## src/rtl/fzcd_pkg.sv

```systemverilog
// ----------------------------------------------------------------------------
// fzcd_pkg
// Shared types, widths and codes of the fsk zero-crossing demodulator.
// ----------------------------------------------------------------------------
package fzcd_pkg;

   // sizing
   localparam int SAMPLE_BITS = 16;
   localparam int INDEX_BITS  = 32;

   localparam int THR_W   = 16;
   localparam int SPB_W   = 16;
   localparam int HP_W    = 20;
   localparam int HALF_W  = 8;
   localparam int QUIET_W = 17;
   localparam int SPAN_W  = 21;
   localparam int FRAC_W  = 4;
   localparam int T_W     = SPAN_W + FRAC_W;
   localparam int SX_W    = SAMPLE_BITS + 1;
   localparam int CMP_W   = (SAMPLE_BITS > THR_W) ? SAMPLE_BITS : THR_W;
   localparam int DIFF_W  = (INDEX_BITS > SPAN_W) ? INDEX_BITS : SPAN_W;
   localparam int MUL_A_W = (INDEX_BITS > T_W) ? INDEX_BITS : T_W;
   localparam int MUL_B_W = (SAMPLE_BITS > HP_W) ? SAMPLE_BITS : HP_W;
   localparam int PROD_W  = MUL_A_W + MUL_B_W;
   localparam int DVD_W   = INDEX_BITS + SAMPLE_BITS;
   localparam int DIV_CNT_W = $clog2(INDEX_BITS + 1);

   localparam int CSR_IDX_W  = 3;
   localparam int CSR_DATA_W = 20;

   typedef logic signed [SAMPLE_BITS-1:0] sample_type;
   typedef logic signed [SX_W-1:0]        sx_type;
   typedef logic signed [CMP_W-1:0]       cmp_type;
   typedef logic signed [THR_W-1:0]       thr_type;
   typedef logic [SAMPLE_BITS-1:0]        mag_type;
   typedef logic [SX_W-1:0]               magx_type;
   typedef logic [INDEX_BITS-1:0]         index_type;
   typedef logic [DIFF_W-1:0]             diff_type;
   typedef logic [SPAN_W-1:0]             span_type;
   typedef logic [T_W-1:0]                t_type;
   typedef logic [HP_W-1:0]               hp_type;
   typedef logic [HALF_W-1:0]             half_type;
   typedef logic [SPB_W-1:0]              spb_type;
   typedef logic [QUIET_W-1:0]            quiet_type;
   typedef logic [MUL_A_W-1:0]            opa_type;
   typedef logic [MUL_B_W-1:0]            opb_type;
   typedef logic [PROD_W-1:0]             prod_type;
   typedef logic [DVD_W-1:0]              dvd_type;
   typedef logic [DIV_CNT_W-1:0]          div_cnt_type;
   typedef logic [CSR_IDX_W-1:0]          csr_idx_type;
   typedef logic [CSR_DATA_W-1:0]         csr_data_type;

   // register indexes
   localparam csr_idx_type CSR_HIGH_THR   = 3'd0;
   localparam csr_idx_type CSR_LOW_THR    = 3'd1;
   localparam csr_idx_type CSR_SPB        = 3'd2;
   localparam csr_idx_type CSR_MARK_HP    = 3'd3;
   localparam csr_idx_type CSR_SPACE_HP   = 3'd4;
   localparam csr_idx_type CSR_MARK_HALF  = 3'd5;
   localparam csr_idx_type CSR_SPACE_HALF = 3'd6;

   // register reset values
   localparam thr_type  RST_HIGH_THR   = 16'sd8192;
   localparam thr_type  RST_LOW_THR    = -16'sd8192;
   localparam spb_type  RST_SPB        = 16'd147;
   localparam hp_type   RST_MARK_HP    = 20'd471;
   localparam hp_type   RST_SPACE_HP   = 20'd1131;
   localparam half_type RST_MARK_HALF  = 8'd10;
   localparam half_type RST_SPACE_HALF = 8'd4;

   localparam span_type SPAN_MAX  = 21'h100000;
   localparam quiet_type QUIET_MAX = 17'h1FFFF;
   localparam half_type RUN_MAX   = 8'd255;

   // tone codes
   typedef logic [1:0] tone_type;
   localparam tone_type TONE_NONE  = 2'd0;
   localparam tone_type TONE_MARK  = 2'd1;
   localparam tone_type TONE_SPACE = 2'd2;

   // sign codes
   typedef logic [1:0] sign_type;
   localparam sign_type SIGN_ZERO = 2'b00;
   localparam sign_type SIGN_POS  = 2'b01;
   localparam sign_type SIGN_NEG  = 2'b10;

   // run counter control and status
   typedef struct packed {
      logic     half_en;
      tone_type half_tone;
      logic     flush;
   } run_cmd_type;

   typedef struct packed {
      logic emit;
      logic emit_bit;
   } run_stat_type;

   function automatic sign_type sign_of(input sample_type x);
      sign_type s;
      if (x[SAMPLE_BITS-1]) begin
         s = SIGN_NEG;
      end else if (x != '0) begin
         s = SIGN_POS;
      end else begin
         s = SIGN_ZERO;
      end
      return s;
   endfunction

endpackage

```

## src/rtl/fzcd_ifs.sv

```systemverilog
// ----------------------------------------------------------------------------
// fzcd channel interfaces
// Request channel (sample or flush) and response channel (one bit).
// ----------------------------------------------------------------------------
interface fzcd_req_if;
   logic                   valid;
   logic                   ready;
   logic                   action;
   fzcd_pkg::sample_type   sample;

   modport source (output valid, output action, output sample, input ready);
   modport sink   (input valid, input action, input sample, output ready);
endinterface

interface fzcd_rsp_if;
   logic valid;
   logic ready;
   logic bit_res;

   modport source (output valid, output bit_res, input ready);
   modport sink   (input valid, input bit_res, output ready);
endinterface

```

## src/rtl/fzcd_mul.sv

```systemverilog
// ----------------------------------------------------------------------------
// fzcd_mul
// Shared registered multiplier, used for the interpolation product and
// both cross products of the tone decision.
// ----------------------------------------------------------------------------
module fzcd_mul (
   input  logic                 clock,
   input  fzcd_pkg::opa_type    op_a,
   input  fzcd_pkg::opb_type    op_b,
   output fzcd_pkg::prod_type   prod
);

   fzcd_pkg::prod_type prod_ff;

   // one product per cycle, registered
   always_ff @(posedge clock) begin
      prod_ff <= fzcd_pkg::prod_type'(op_a) * fzcd_pkg::prod_type'(op_b);
   end

   assign prod = prod_ff;

endmodule

```

## src/rtl/fzcd_div.sv

```systemverilog
// ----------------------------------------------------------------------------
// fzcd_div
// Restoring serial divider, one quotient bit per cycle. The upper part of
// the dividend must be below the divisor so the quotient fits an index.
// ----------------------------------------------------------------------------
module fzcd_div (
   input  logic                   clock,
   input  logic                   reset,
   input  logic                   start,
   input  fzcd_pkg::dvd_type      dividend,
   input  fzcd_pkg::mag_type      divisor,
   output logic                   done,
   output fzcd_pkg::index_type    quotient
);

   logic                  busy_ff, busy_in;
   logic                  done_ff, done_in;
   fzcd_pkg::div_cnt_type cnt_ff, cnt_in;
   fzcd_pkg::mag_type     rem_ff, rem_in;
   fzcd_pkg::index_type   quo_ff, quo_in;
   fzcd_pkg::magx_type    shifted;
   fzcd_pkg::magx_type    trial;
   logic                  ge;

   // one shift-subtract step
   always_comb begin
      shifted = {rem_ff, quo_ff[fzcd_pkg::INDEX_BITS-1]};
      ge      = shifted >= fzcd_pkg::magx_type'(divisor);
      trial   = shifted - fzcd_pkg::magx_type'(divisor);

      busy_in = busy_ff;
      done_in = 1'b0;
      cnt_in  = cnt_ff;
      rem_in  = rem_ff;
      quo_in  = quo_ff;
      if (start) begin
         busy_in = 1'b1;
         cnt_in  = fzcd_pkg::div_cnt_type'(fzcd_pkg::INDEX_BITS);
         rem_in  = dividend[fzcd_pkg::DVD_W-1:fzcd_pkg::INDEX_BITS];
         quo_in  = dividend[fzcd_pkg::INDEX_BITS-1:0];
      end else if (busy_ff) begin
         rem_in = ge ? trial[fzcd_pkg::SAMPLE_BITS-1:0] : shifted[fzcd_pkg::SAMPLE_BITS-1:0];
         quo_in = {quo_ff[fzcd_pkg::INDEX_BITS-2:0], ge};
         cnt_in = cnt_ff - fzcd_pkg::div_cnt_type'(1);
         if (cnt_ff == fzcd_pkg::div_cnt_type'(1)) begin
            busy_in = 1'b0;
            done_in = 1'b1;
         end
      end
   end

   // control state
   always_ff @(posedge clock) begin
      if (reset) begin
         busy_ff <= 1'b0;
         done_ff <= 1'b0;
         cnt_ff  <= '0;
      end else begin
         busy_ff <= busy_in;
         done_ff <= done_in;
         cnt_ff  <= cnt_in;
      end
   end

   // datapath
   always_ff @(posedge clock) begin
      rem_ff <= rem_in;
      quo_ff <= quo_in;
   end

   assign done     = done_ff;
   assign quotient = quo_ff;

endmodule

```

## src/rtl/fzcd_run.sv

```systemverilog
// ----------------------------------------------------------------------------
// fzcd_run
// Run counter of equal half periods; decides when a bit is complete.
// ----------------------------------------------------------------------------
module fzcd_run (
   input  logic                    clock,
   input  logic                    reset,
   input  fzcd_pkg::half_type      mark_halves,
   input  fzcd_pkg::half_type      space_halves,
   input  fzcd_pkg::run_cmd_type   cmd,
   output fzcd_pkg::run_stat_type  stat
);

   fzcd_pkg::tone_type tone_ff, tone_in;
   fzcd_pkg::half_type len_ff, len_in;
   fzcd_pkg::tone_type tone_eff;
   fzcd_pkg::half_type len_eff;
   fzcd_pkg::half_type len_inc;
   fzcd_pkg::half_type need;

   // next run state and emitted bit
   always_comb begin
      tone_eff = (tone_ff == fzcd_pkg::TONE_NONE) ? cmd.half_tone : tone_ff;
      len_eff  = (tone_ff == fzcd_pkg::TONE_NONE) ? '0 : len_ff;
      need     = (tone_eff == fzcd_pkg::TONE_MARK) ? mark_halves : space_halves;
      len_inc  = (len_eff < fzcd_pkg::RUN_MAX) ? len_eff + fzcd_pkg::half_type'(1) : len_eff;

      tone_in       = tone_ff;
      len_in        = len_ff;
      stat.emit     = 1'b0;
      stat.emit_bit = 1'b0;
      if (cmd.flush) begin
         stat.emit     = tone_ff != fzcd_pkg::TONE_NONE;
         stat.emit_bit = tone_ff == fzcd_pkg::TONE_MARK;
         tone_in       = fzcd_pkg::TONE_NONE;
         len_in        = '0;
      end else if (cmd.half_en) begin
         if (cmd.half_tone == tone_eff) begin
            tone_in = tone_eff;
            // same tone: extend the run, complete a bit at the threshold
            if (len_inc >= need) begin
               len_in        = '0;
               stat.emit     = 1'b1;
               stat.emit_bit = tone_eff == fzcd_pkg::TONE_MARK;
            end else begin
               len_in = len_inc;
            end
         end else if (len_eff != '0) begin
            // tone change closes the pending bit
            tone_in       = cmd.half_tone;
            len_in        = '0;
            stat.emit     = 1'b1;
            stat.emit_bit = tone_eff == fzcd_pkg::TONE_MARK;
         end else begin
            tone_in = cmd.half_tone;
            len_in  = fzcd_pkg::half_type'(1);
         end
      end
   end

   always_ff @(posedge clock) begin
      if (reset) begin
         tone_ff <= fzcd_pkg::TONE_NONE;
         len_ff  <= '0;
      end else begin
         tone_ff <= tone_in;
         len_ff  <= len_in;
      end
   end

endmodule

```

## src/rtl/fsk_zero_crossing_demodulator_core.sv

```systemverilog
// ----------------------------------------------------------------------------
// fsk_zero_crossing_demodulator_core
// Recovers bits from signed audio samples by timing zero crossings.
//
// One request is taken at a time. A flush, a quiet sample, or a significant
// sample that places no crossing is handled in the evaluate state and goes
// on to the output state when it releases a bit. A sample that places a
// crossing passes through the multiply and divider states, where a serial
// divider computes the interpolated crossing position, and one shared
// multiplier is used three times in turn, once for the interpolation product
// and twice for the mark/space distance comparison. It ends at the crossing
// state when there is no earlier crossing to time it against, and goes on
// to the output state when the half period completes a bit. A bit that
// completes goes to a response register, so the next request can enter while
// the bit waits; a second bit stalls the sequencer until the first is taken.
// ----------------------------------------------------------------------------
module fsk_zero_crossing_demodulator_core (
   input  logic                    clock,
   input  logic                    reset,
   fzcd_req_if.sink                req_chan,
   fzcd_rsp_if.source              rsp_chan,
   input  logic                    csr_we,
   input  fzcd_pkg::csr_idx_type   csr_index,
   input  fzcd_pkg::csr_data_type  csr_wdata
);

   // sequencer states
   localparam logic [3:0] ST_IDLE  = 4'd0;
   localparam logic [3:0] ST_EVAL  = 4'd1;
   localparam logic [3:0] ST_MULD  = 4'd2;
   localparam logic [3:0] ST_DIVS  = 4'd3;
   localparam logic [3:0] ST_DIVW  = 4'd4;
   localparam logic [3:0] ST_CROSS = 4'd5;
   localparam logic [3:0] ST_CMPA  = 4'd6;
   localparam logic [3:0] ST_CMPB  = 4'd7;
   localparam logic [3:0] ST_CMPC  = 4'd8;
   localparam logic [3:0] ST_OUT   = 4'd9;

   // configuration registers
   fzcd_pkg::thr_type  high_thr_ff;
   fzcd_pkg::thr_type  low_thr_ff;
   fzcd_pkg::spb_type  spb_ff;
   fzcd_pkg::hp_type   mark_hp_ff;
   fzcd_pkg::hp_type   space_hp_ff;
   fzcd_pkg::half_type mark_half_ff;
   fzcd_pkg::half_type space_half_ff;

   // control state
   logic [3:0]          state_ff, state_in;
   fzcd_pkg::index_type cnt_ff, cnt_in;
   fzcd_pkg::quiet_type quiet_ff, quiet_in;
   logic                psv_ff, psv_in;
   logic                pcv_ff, pcv_in;
   logic                rsp_valid_ff, rsp_valid_in;

   // payload state
   logic                 act_ff, act_in;
   fzcd_pkg::sample_type smp_ff, smp_in;
   fzcd_pkg::index_type  psi_ff, psi_in;
   fzcd_pkg::sample_type psval_ff, psval_in;
   fzcd_pkg::index_type  pci_ff, pci_in;
   fzcd_pkg::index_type  base_ff, base_in;
   fzcd_pkg::mag_type    divisor_ff, divisor_in;
   fzcd_pkg::opa_type    opa_ff, opa_in;
   fzcd_pkg::opb_type    opb_ff, opb_in;
   fzcd_pkg::t_type      ds_ff, ds_in;
   fzcd_pkg::prod_type   p1_ff, p1_in;
   logic                 out_bit_ff, out_bit_in;
   logic                 rsp_bit_ff, rsp_bit_in;

   // unit connections
   fzcd_pkg::prod_type     prod;
   logic                   div_start;
   logic                   div_done;
   fzcd_pkg::index_type    quotient;
   fzcd_pkg::run_cmd_type  run_cmd;
   fzcd_pkg::run_stat_type run_stat;

   // working values
   fzcd_pkg::cmp_type   v_x;
   logic                is_hi;
   logic                is_lo;
   fzcd_pkg::index_type cnt_n;
   fzcd_pkg::quiet_type quiet_n;
   fzcd_pkg::sx_type    pv_x;
   fzcd_pkg::sx_type    pv_abs;
   fzcd_pkg::sx_type    gap_x;
   fzcd_pkg::sx_type    gap_abs;
   fzcd_pkg::index_type sig_gap;
   fzcd_pkg::index_type cross_idx;
   fzcd_pkg::index_type half_gap;
   fzcd_pkg::diff_type  half_gap_x;
   fzcd_pkg::span_type  span;
   fzcd_pkg::t_type     t_val;
   fzcd_pkg::t_type     m_val;
   fzcd_pkg::t_type     s_val;
   fzcd_pkg::t_type     dm;
   fzcd_pkg::t_type     ds;

   fzcd_mul u_mul (
      .clock (clock),
      .op_a  (opa_ff),
      .op_b  (opb_ff),
      .prod  (prod)
   );

   fzcd_div u_div (
      .clock    (clock),
      .reset    (reset),
      .start    (div_start),
      .dividend (prod[fzcd_pkg::DVD_W-1:0]),
      .divisor  (divisor_ff),
      .done     (div_done),
      .quotient (quotient)
   );

   fzcd_run u_run (
      .clock        (clock),
      .reset        (reset),
      .mark_halves  (mark_half_ff),
      .space_halves (space_half_ff),
      .cmd          (run_cmd),
      .stat         (run_stat)
   );

   // sample classification and interpolation operands
   always_comb begin
      v_x     = fzcd_pkg::cmp_type'(smp_ff);
      is_hi   = v_x >= fzcd_pkg::cmp_type'(high_thr_ff);
      is_lo   = v_x <= fzcd_pkg::cmp_type'(low_thr_ff);
      cnt_n   = cnt_ff + fzcd_pkg::index_type'(1);
      quiet_n = (quiet_ff < fzcd_pkg::QUIET_MAX) ? quiet_ff + fzcd_pkg::quiet_type'(1)
                                                 : quiet_ff;
      pv_x    = fzcd_pkg::sx_type'(psval_ff);
      pv_abs  = pv_x[fzcd_pkg::SAMPLE_BITS] ? -pv_x : pv_x;
      gap_x   = fzcd_pkg::sx_type'(psval_ff) - fzcd_pkg::sx_type'(smp_ff);
      gap_abs = gap_x[fzcd_pkg::SAMPLE_BITS] ? -gap_x : gap_x;
      sig_gap = cnt_n - psi_ff;
   end

   // half period and distances to the nominal tones
   always_comb begin
      cross_idx  = base_ff + quotient;
      half_gap   = cross_idx - pci_ff;
      half_gap_x = fzcd_pkg::diff_type'(half_gap);
      span       = (half_gap_x > fzcd_pkg::diff_type'(fzcd_pkg::SPAN_MAX))
                   ? fzcd_pkg::SPAN_MAX : half_gap_x[fzcd_pkg::SPAN_W-1:0];
      t_val      = {span, {fzcd_pkg::FRAC_W{1'b0}}};
      m_val      = fzcd_pkg::t_type'(mark_hp_ff);
      s_val      = fzcd_pkg::t_type'(space_hp_ff);
      dm         = (t_val >= m_val) ? t_val - m_val : m_val - t_val;
      ds         = (t_val >= s_val) ? t_val - s_val : s_val - t_val;
   end

   // sequencer
   always_comb begin
      state_in     = state_ff;
      cnt_in       = cnt_ff;
      quiet_in     = quiet_ff;
      psv_in       = psv_ff;
      pcv_in       = pcv_ff;
      act_in       = act_ff;
      smp_in       = smp_ff;
      psi_in       = psi_ff;
      psval_in     = psval_ff;
      pci_in       = pci_ff;
      base_in      = base_ff;
      divisor_in   = divisor_ff;
      opa_in       = opa_ff;
      opb_in       = opb_ff;
      ds_in        = ds_ff;
      p1_in        = p1_ff;
      out_bit_in   = out_bit_ff;
      rsp_valid_in = rsp_valid_ff & ~rsp_chan.ready;
      rsp_bit_in   = rsp_bit_ff;
      run_cmd      = '0;
      div_start    = 1'b0;

      unique case (state_ff)
         ST_IDLE: begin
            if (req_chan.valid) begin
               act_in   = req_chan.action;
               smp_in   = req_chan.sample;
               state_in = ST_EVAL;
            end
         end

         ST_EVAL: begin
            if (act_ff) begin
               // flush request: emit pending bit and clear
               run_cmd.flush = 1'b1;
               out_bit_in    = run_stat.emit_bit;
               cnt_in        = '0;
               quiet_in      = '0;
               psv_in        = 1'b0;
               psi_in        = '0;
               psval_in      = '0;
               pcv_in        = 1'b0;
               pci_in        = '0;
               state_in      = run_stat.emit ? ST_OUT : ST_IDLE;
            end else if (!is_hi && !is_lo) begin
               // quiet sample
               state_in = ST_IDLE;
               if (quiet_n > fzcd_pkg::quiet_type'(spb_ff)) begin
                  run_cmd.flush = 1'b1;
                  out_bit_in    = run_stat.emit_bit;
                  cnt_in        = '0;
                  quiet_in      = '0;
                  psv_in        = 1'b0;
                  psi_in        = '0;
                  psval_in      = '0;
                  pcv_in        = 1'b1;
                  pci_in        = '0;
                  state_in      = run_stat.emit ? ST_OUT : ST_IDLE;
               end else begin
                  cnt_in   = cnt_n;
                  quiet_in = quiet_n;
                  if (!psv_ff) begin
                     pcv_in = 1'b1;
                     pci_in = cnt_n;
                  end
               end
            end else begin
               // significant sample
               cnt_in   = cnt_n;
               quiet_in = '0;
               psv_in   = 1'b1;
               psi_in   = cnt_n;
               psval_in = smp_ff;
               state_in = ST_IDLE;
               if (psv_ff && (fzcd_pkg::sign_of(psval_ff) != fzcd_pkg::sign_of(smp_ff))) begin
                  base_in    = psi_ff;
                  divisor_in = gap_abs[fzcd_pkg::SAMPLE_BITS-1:0];
                  opa_in     = fzcd_pkg::opa_type'(sig_gap);
                  opb_in     = fzcd_pkg::opb_type'(pv_abs[fzcd_pkg::SAMPLE_BITS-1:0]);
                  state_in   = ST_MULD;
               end
            end
         end

         ST_MULD: begin
            state_in = ST_DIVS;
         end

         ST_DIVS: begin
            div_start = 1'b1;
            state_in  = ST_DIVW;
         end

         ST_DIVW: begin
            if (div_done) begin
               state_in = ST_CROSS;
            end
         end

         ST_CROSS: begin
            pcv_in = 1'b1;
            pci_in = cross_idx;
            if (pcv_ff) begin
               opa_in   = fzcd_pkg::opa_type'(dm);
               opb_in   = fzcd_pkg::opb_type'(space_hp_ff);
               ds_in    = ds;
               state_in = ST_CMPA;
            end else begin
               state_in = ST_IDLE;
            end
         end

         ST_CMPA: begin
            opa_in   = fzcd_pkg::opa_type'(ds_ff);
            opb_in   = fzcd_pkg::opb_type'(mark_hp_ff);
            state_in = ST_CMPB;
         end

         ST_CMPB: begin
            p1_in    = prod;
            state_in = ST_CMPC;
         end

         ST_CMPC: begin
            // mark when |t-M|*S < |t-S|*M, ties go to space
            run_cmd.half_en   = 1'b1;
            run_cmd.half_tone = (p1_ff < prod) ? fzcd_pkg::TONE_MARK : fzcd_pkg::TONE_SPACE;
            out_bit_in        = run_stat.emit_bit;
            state_in          = run_stat.emit ? ST_OUT : ST_IDLE;
         end

         ST_OUT: begin
            if (!rsp_valid_ff || rsp_chan.ready) begin
               rsp_valid_in = 1'b1;
               rsp_bit_in   = out_bit_ff;
               state_in     = ST_IDLE;
            end
         end

         default: begin
            state_in = ST_IDLE;
         end
      endcase
   end

   // control registers
   always_ff @(posedge clock) begin
      if (reset) begin
         state_ff     <= ST_IDLE;
         cnt_ff       <= '0;
         quiet_ff     <= '0;
         psv_ff       <= 1'b0;
         pcv_ff       <= 1'b0;
         psi_ff       <= '0;
         psval_ff     <= '0;
         pci_ff       <= '0;
         rsp_valid_ff <= 1'b0;
      end else begin
         state_ff     <= state_in;
         cnt_ff       <= cnt_in;
         quiet_ff     <= quiet_in;
         psv_ff       <= psv_in;
         pcv_ff       <= pcv_in;
         psi_ff       <= psi_in;
         psval_ff     <= psval_in;
         pci_ff       <= pci_in;
         rsp_valid_ff <= rsp_valid_in;
      end
   end

   // payload registers
   always_ff @(posedge clock) begin
      act_ff     <= act_in;
      smp_ff     <= smp_in;
      base_ff    <= base_in;
      divisor_ff <= divisor_in;
      opa_ff     <= opa_in;
      opb_ff     <= opb_in;
      ds_ff      <= ds_in;
      p1_ff      <= p1_in;
      out_bit_ff <= out_bit_in;
      rsp_bit_ff <= rsp_bit_in;
   end

   // configuration writes
   always_ff @(posedge clock) begin
      if (reset) begin
         high_thr_ff   <= fzcd_pkg::RST_HIGH_THR;
         low_thr_ff    <= fzcd_pkg::RST_LOW_THR;
         spb_ff        <= fzcd_pkg::RST_SPB;
         mark_hp_ff    <= fzcd_pkg::RST_MARK_HP;
         space_hp_ff   <= fzcd_pkg::RST_SPACE_HP;
         mark_half_ff  <= fzcd_pkg::RST_MARK_HALF;
         space_half_ff <= fzcd_pkg::RST_SPACE_HALF;
      end else if (csr_we) begin
         unique case (csr_index)
            fzcd_pkg::CSR_HIGH_THR:   high_thr_ff   <= csr_wdata[fzcd_pkg::THR_W-1:0];
            fzcd_pkg::CSR_LOW_THR:    low_thr_ff    <= csr_wdata[fzcd_pkg::THR_W-1:0];
            fzcd_pkg::CSR_SPB:        spb_ff        <= csr_wdata[fzcd_pkg::SPB_W-1:0];
            fzcd_pkg::CSR_MARK_HP:    mark_hp_ff    <= csr_wdata[fzcd_pkg::HP_W-1:0];
            fzcd_pkg::CSR_SPACE_HP:   space_hp_ff   <= csr_wdata[fzcd_pkg::HP_W-1:0];
            fzcd_pkg::CSR_MARK_HALF:  mark_half_ff  <= csr_wdata[fzcd_pkg::HALF_W-1:0];
            fzcd_pkg::CSR_SPACE_HALF: space_half_ff <= csr_wdata[fzcd_pkg::HALF_W-1:0];
            default: begin
            end
         endcase
      end
   end

   assign req_chan.ready   = state_ff == ST_IDLE;
   assign rsp_chan.valid   = rsp_valid_ff;
   assign rsp_chan.bit_res = rsp_bit_ff;

endmodule

```

## src/flat_wrapper.sv

```systemverilog
// flat-port wrapper written by rule: the top's interface ports become plain ports
module fsk_zero_crossing_demodulator_core_flat 
  (clock, reset, csr_we, csr_index, csr_wdata, req_chan_valid, req_chan_action, req_chan_sample, req_chan_ready, rsp_chan_valid, rsp_chan_bit_res, rsp_chan_ready);
  fzcd_req_if req_chan_i ();
  fzcd_rsp_if rsp_chan_i ();
  input  logic clock;
  input  logic reset;
  input  logic csr_we;
  input  fzcd_pkg::csr_idx_type csr_index;
  input  fzcd_pkg::csr_data_type csr_wdata;
  input wire logic [$bits(req_chan_i.valid)-1:0] req_chan_valid;
  input wire logic [$bits(req_chan_i.action)-1:0] req_chan_action;
  input wire logic [$bits(req_chan_i.sample)-1:0] req_chan_sample;
  output wire logic [$bits(req_chan_i.ready)-1:0] req_chan_ready;
  output wire logic [$bits(rsp_chan_i.valid)-1:0] rsp_chan_valid;
  output wire logic [$bits(rsp_chan_i.bit_res)-1:0] rsp_chan_bit_res;
  input wire logic [$bits(rsp_chan_i.ready)-1:0] rsp_chan_ready;
  assign req_chan_i.valid = req_chan_valid;
  assign req_chan_i.action = req_chan_action;
  assign req_chan_i.sample = req_chan_sample;
  assign req_chan_ready = req_chan_i.ready;
  assign rsp_chan_valid = rsp_chan_i.valid;
  assign rsp_chan_bit_res = rsp_chan_i.bit_res;
  assign rsp_chan_i.ready = rsp_chan_ready;
  fsk_zero_crossing_demodulator_core u_core (.clock(clock), .reset(reset), .req_chan(req_chan_i), .rsp_chan(rsp_chan_i), .csr_we(csr_we), .csr_index(csr_index), .csr_wdata(csr_wdata));
endmodule
```

## config.mk

```make
export PLATFORM = sky130hd
export DESIGN_NAME = fsk_zero_crossing_demodulator_core_flat
export DESIGN_NICKNAME = d
export VERILOG_FILES = /design/src/rtl/fzcd_pkg.sv /design/src/rtl/fzcd_ifs.sv /design/src/rtl/fzcd_mul.sv /design/src/rtl/fzcd_div.sv /design/src/rtl/fzcd_run.sv /design/src/rtl/fsk_zero_crossing_demodulator_core.sv /design/src/flat_wrapper.sv
export SDC_FILE = /design/constraint.sdc
export NUM_CORES = 2
export LEC_CHECK = 0
export ABC_AREA = 1
export BUFFER_PORTS_ARGS = -buffer_cell sky130_fd_sc_hd__buf_4
export CORE_MARGIN = 5
export CORE_UTILIZATION = 35
export CTS_CLUSTER_DIAMETER = 50
export DETAILED_ROUTE_END_ITERATION = 12
export GPL_ROUTABILITY_DRIVEN = 0
export RECOVER_POWER = 25
export SYNTH_ARGS = -nofsm -noshare
export SYNTH_HDL_FRONTEND = slang
export SYNTH_HIERARCHICAL = 1
export SYNTH_SLANG_ARGS = --single-unit
```

## constraint.sdc

```tcl
create_clock -name clock -period 13.3 [get_ports clock]
set_input_delay 1.995 -clock clock [delete_from_list [all_inputs] [get_ports clock]]
set_output_delay 1.995 -clock clock [all_outputs]
set_load 0.05 [all_outputs]
```

==> flow_summary_export.csv <==
group,metric,value,unit
clock_network,cts_tree,"yes",
drt,drtIter0Drc,4512,
job,maxCapViolCount,3,
clock_network,clk_pin_slew_worst_paths,0.06,ns
floorplanning,dieHeight,420,um
final_layout,multi_input_area,0.0374,mm2
floorplanning,dieArea,0.177,mm2
timing,max_slew.worst_pin.slew,3.30,ns
setup_path,worstPathRequired,13.68,ns
yosys,synth_top_area_share,0.184,
floorplanning,die_width,420,um
min_path,hold_depth,0,
yosys,synth_cell_types,78,
timing,min_period,8.65,ns
clock_network,cts.sinks,554,
clock_network,root_buffer,"clkbuf_16",
power_and_ir_drop,vdd_ir_drop_max,0.000118,V
power_and_ir_drop,seqPwrFrac,0.330,
clock_network,htreeDepth,3,
drt,drt-total-wl,189,mm
grt,grt_first_pass_wirelength,294,mm
grt,grt_pass1_vias,51400,
yosys,synthFlopType,"dfxtp_1",
yosys,post_synth.cell_area_avg,7.31,um2
setup_path,cp_max_fo,28,
clock_network,post_cts_resize_count,0,
drt,vias,51600,
power_and_ir_drop,p_leak,33.3,nW
floorplanning,row_count,150,
floorplanning,start_util,0.352,
setup_path,worst_setup_path_start_kind,"flip-flop",
power_and_ir_drop,powerDensity,94.3,mW/mm2
clock_network,cts_setup_buffers,0,
grt,grt_antenna_before_repair,3,
power_and_ir_drop,pwr-share-comb,0.342,
yosys,ys_top_cells_by_count,"2188 x nand2_1, 1817 x inv_1, 543 x fa_1",
setup_path,critPathKind,"flip-flop to flip-flop",
floorplanning,core_area,0.167,mm2
yosys,synth_fp_nets,9118,
run_status,violations,"max-capacitance violations, max-slew violations",
floorplanning,io_pins,48,
timing,rsz0062_at_grt,"false",
yosys,ys_top_cells_by_area,"fa_1 18%, nand2_1 14%, edfxtp_1 12%",
power_and_ir_drop,p_sw,2.37,mW
run_status,status,"finished with violations",
setup_path,rrSetupSlack,4.65,ns
yosys,yosysWarnings,6,
final_layout,finalNetCount,9064,
power_and_ir_drop,switching_share,0.392,
final_layout,regArea,0.0135,mm2
power_and_ir_drop,p_clk_frac,0.328,
drt,post_drt_via_cell_ratio,5.02,
timing,final.setup.tns,0,ns
timing,finalSetupViolCount,0,
setup_path,endpoint_kind,"flip-flop",
setup_path,cp_common_cell,"nand2_1",
drt,detail-route-antenna-nets,0,
yosys,syn_area,0.0589,mm2
yosys,async_flop_share,0,
clock_network,cts_buffers,73,
yosys,synth_seq_area_share,0.230,
power_and_ir_drop,intPower,3.67,mW
timing,post-route-period-util,0.650,
setup_path,r2r_cells,43,
yosys,yosys.area.top_type,"fa_1",
setup_path,slowest_delay,0.42,ns
drt,drc,0,
clock_network,ctsHoldBuffers,0,
timing,final_max_slew_viol_count,138,
yosys,synth_most_common_cell,"nand2_1",
clock_network,worstSkewPairLatency,0.67,ns
final_layout,fillers,17500,
final_layout,drive_above_1_share,0.0518,
power_and_ir_drop,finalPower,6.04,mW
timing,hold_viol,0,
grt,grt_max_degree,84,
final_layout,area_delta_synth_final,8.57,%
timing,max_freq,116,MHz
yosys,synth-edff-count,244,
yosys,synth_seq_cells,554,
placed_design,dp_hpwl,148,mm
setup_path,crit_arrival,9.03,ns
drt,drtPass1Iterations,8,
placed_design,numPortBuffers,47,
setup_path,crit_slowest_cell,"nor4_1",
clock_network,clock_path_buffers,3,
min_path,min_path_type,"flip-flop to flip-flop",
timing,finalClockSkew,0.0465,ns
timing,slew_headroom,-1.20,
drt,avgRoutedWirePerCell,18.4,um
grt,track_usage,0.212,
yosys,syn_inst,8060,
grt,gr-total-overflow,0,
[path summary, 6_finish.rpt]
kind,start,to
max,u_core/u_div/quotient[0]$_DFFE_PP_,u_core/opa_ff[11]$_DFFE_PP_
min,u_core/u_mul/prod[50]$_DFF_P_,u_core/p1_ff[50]$_DFFE_PP_
min reg2reg,u_core/u_mul/prod[50]$_DFF_P_,u_core/p1_ff[50]$_DFFE_PP_
max reg2reg,u_core/u_div/quotient[0]$_DFFE_PP_,u_core/opa_ff[11]$_DFFE_PP_
[power by group through the flow]
| stage | Clock [mW] | Combinational, mW | Sequential, mW |
|---|---|---|---|
| floorplan | 0 | 1.35 | 1.98 |
| global placement | 0 | 2.05 | 2.03 |
| detailed placement | 0 | 2.06 | 2.03 |
| CTS | 2.03 | 2.08 | 1.99 |
| global route | 2.10 | 2.30 | 2.00 |
| finish | 1.98 | 2.07 | 1.99 |
[cells in the final DEF (no fill, tap or decap), types with 134 or more instances in the layout]
cell type and instances:
nor2_1 417, edfxtp_1 244, ha_1 470, nand3_1 294, dfxtp_1 310, xor2_1 134, nand2_1 2185, o21ai_0 281
fa_1 543, inv_1 1814, a21oi_1 495
[metal layers]
metal	vias up	wire (um)	track usage
met1	24600	78400	0.275
met2	1992	87300	0.356
met5	-	27	0
met4	4	9580	0.0896
li1	24600	-	-
met3	419	13400	0.0294
[per-stage QoR]
step	util	std cells	cell area, um2	worst slack [ns]	hold slack, ns
2_1_floorplan	-	8060	58900	6.47	0.400
3_3_place_gp	0.368	10100	61600	5.16	0.420
4_1_cts	0.382	10300	64000	4.80	0.435
3_5_place_dp	0.368	10100	61600	4.83	0.425
6_report	0.382	10300	64000	4.65	0.436
5_1_grt	0.382	10300	64000	4.01	0.442
[cell type report]
type	instances	share of cell area
multi-input cells	5407	0.585
well taps	2204	0.0431
clock inverters	45	0.00743
diodes	4	0.000156
flip-flops and latches	554	0.211
repair buffers	122	0.0138
clock buffers	90	0.0307
inverters	1848	0.108
[cell families after synthesis]
kind of cell	share of synthesized area
and+or+nand+nor	0.230
buffers and inverters	0.136
adders and majority gates	0.284
AOI/OAI and AO/OA	0.0909
DFF	0.230
xor gates and xnor gates	0.0282
muxes	0.00138
[registers in the layout, indices dropped and copies added, names as in the netlist, 17 cells and up]
register / count
u_core/base_ff: 32
u_core/cnt_ff: 32
u_core/ds_ff: 25
u_core/mark_hp_ff: 20
u_core/opa_ff: 32
u_core/opb_ff: 20
u_core/p1_ff: 52
u_core/pci_ff: 32
u_core/psi_ff: 32
u_core/quiet_ff: 17
u_core/space_hp_ff: 20
u_core/u_div/quotient: 32
u_core/u_mul/prod: 52
[worst max-delay path, delay by kind of cell (launching register included)]
| family | cells | cell delay (ns) |
|---|---|---|
| AND/OR/NAND/NOR | 26 | 4.09 |
| AO/OA/AOI/OAI | 10 | 2.12 |
| adder cells (fa/ha/maj) | 4 | 1.33 |
| flip-flops | 1 | 0.40 |
| buffers and inverters | 2 | 0.19 |
| XOR/XNOR | 1 | 0.18 |
Power figures use the tool's default switching activity.
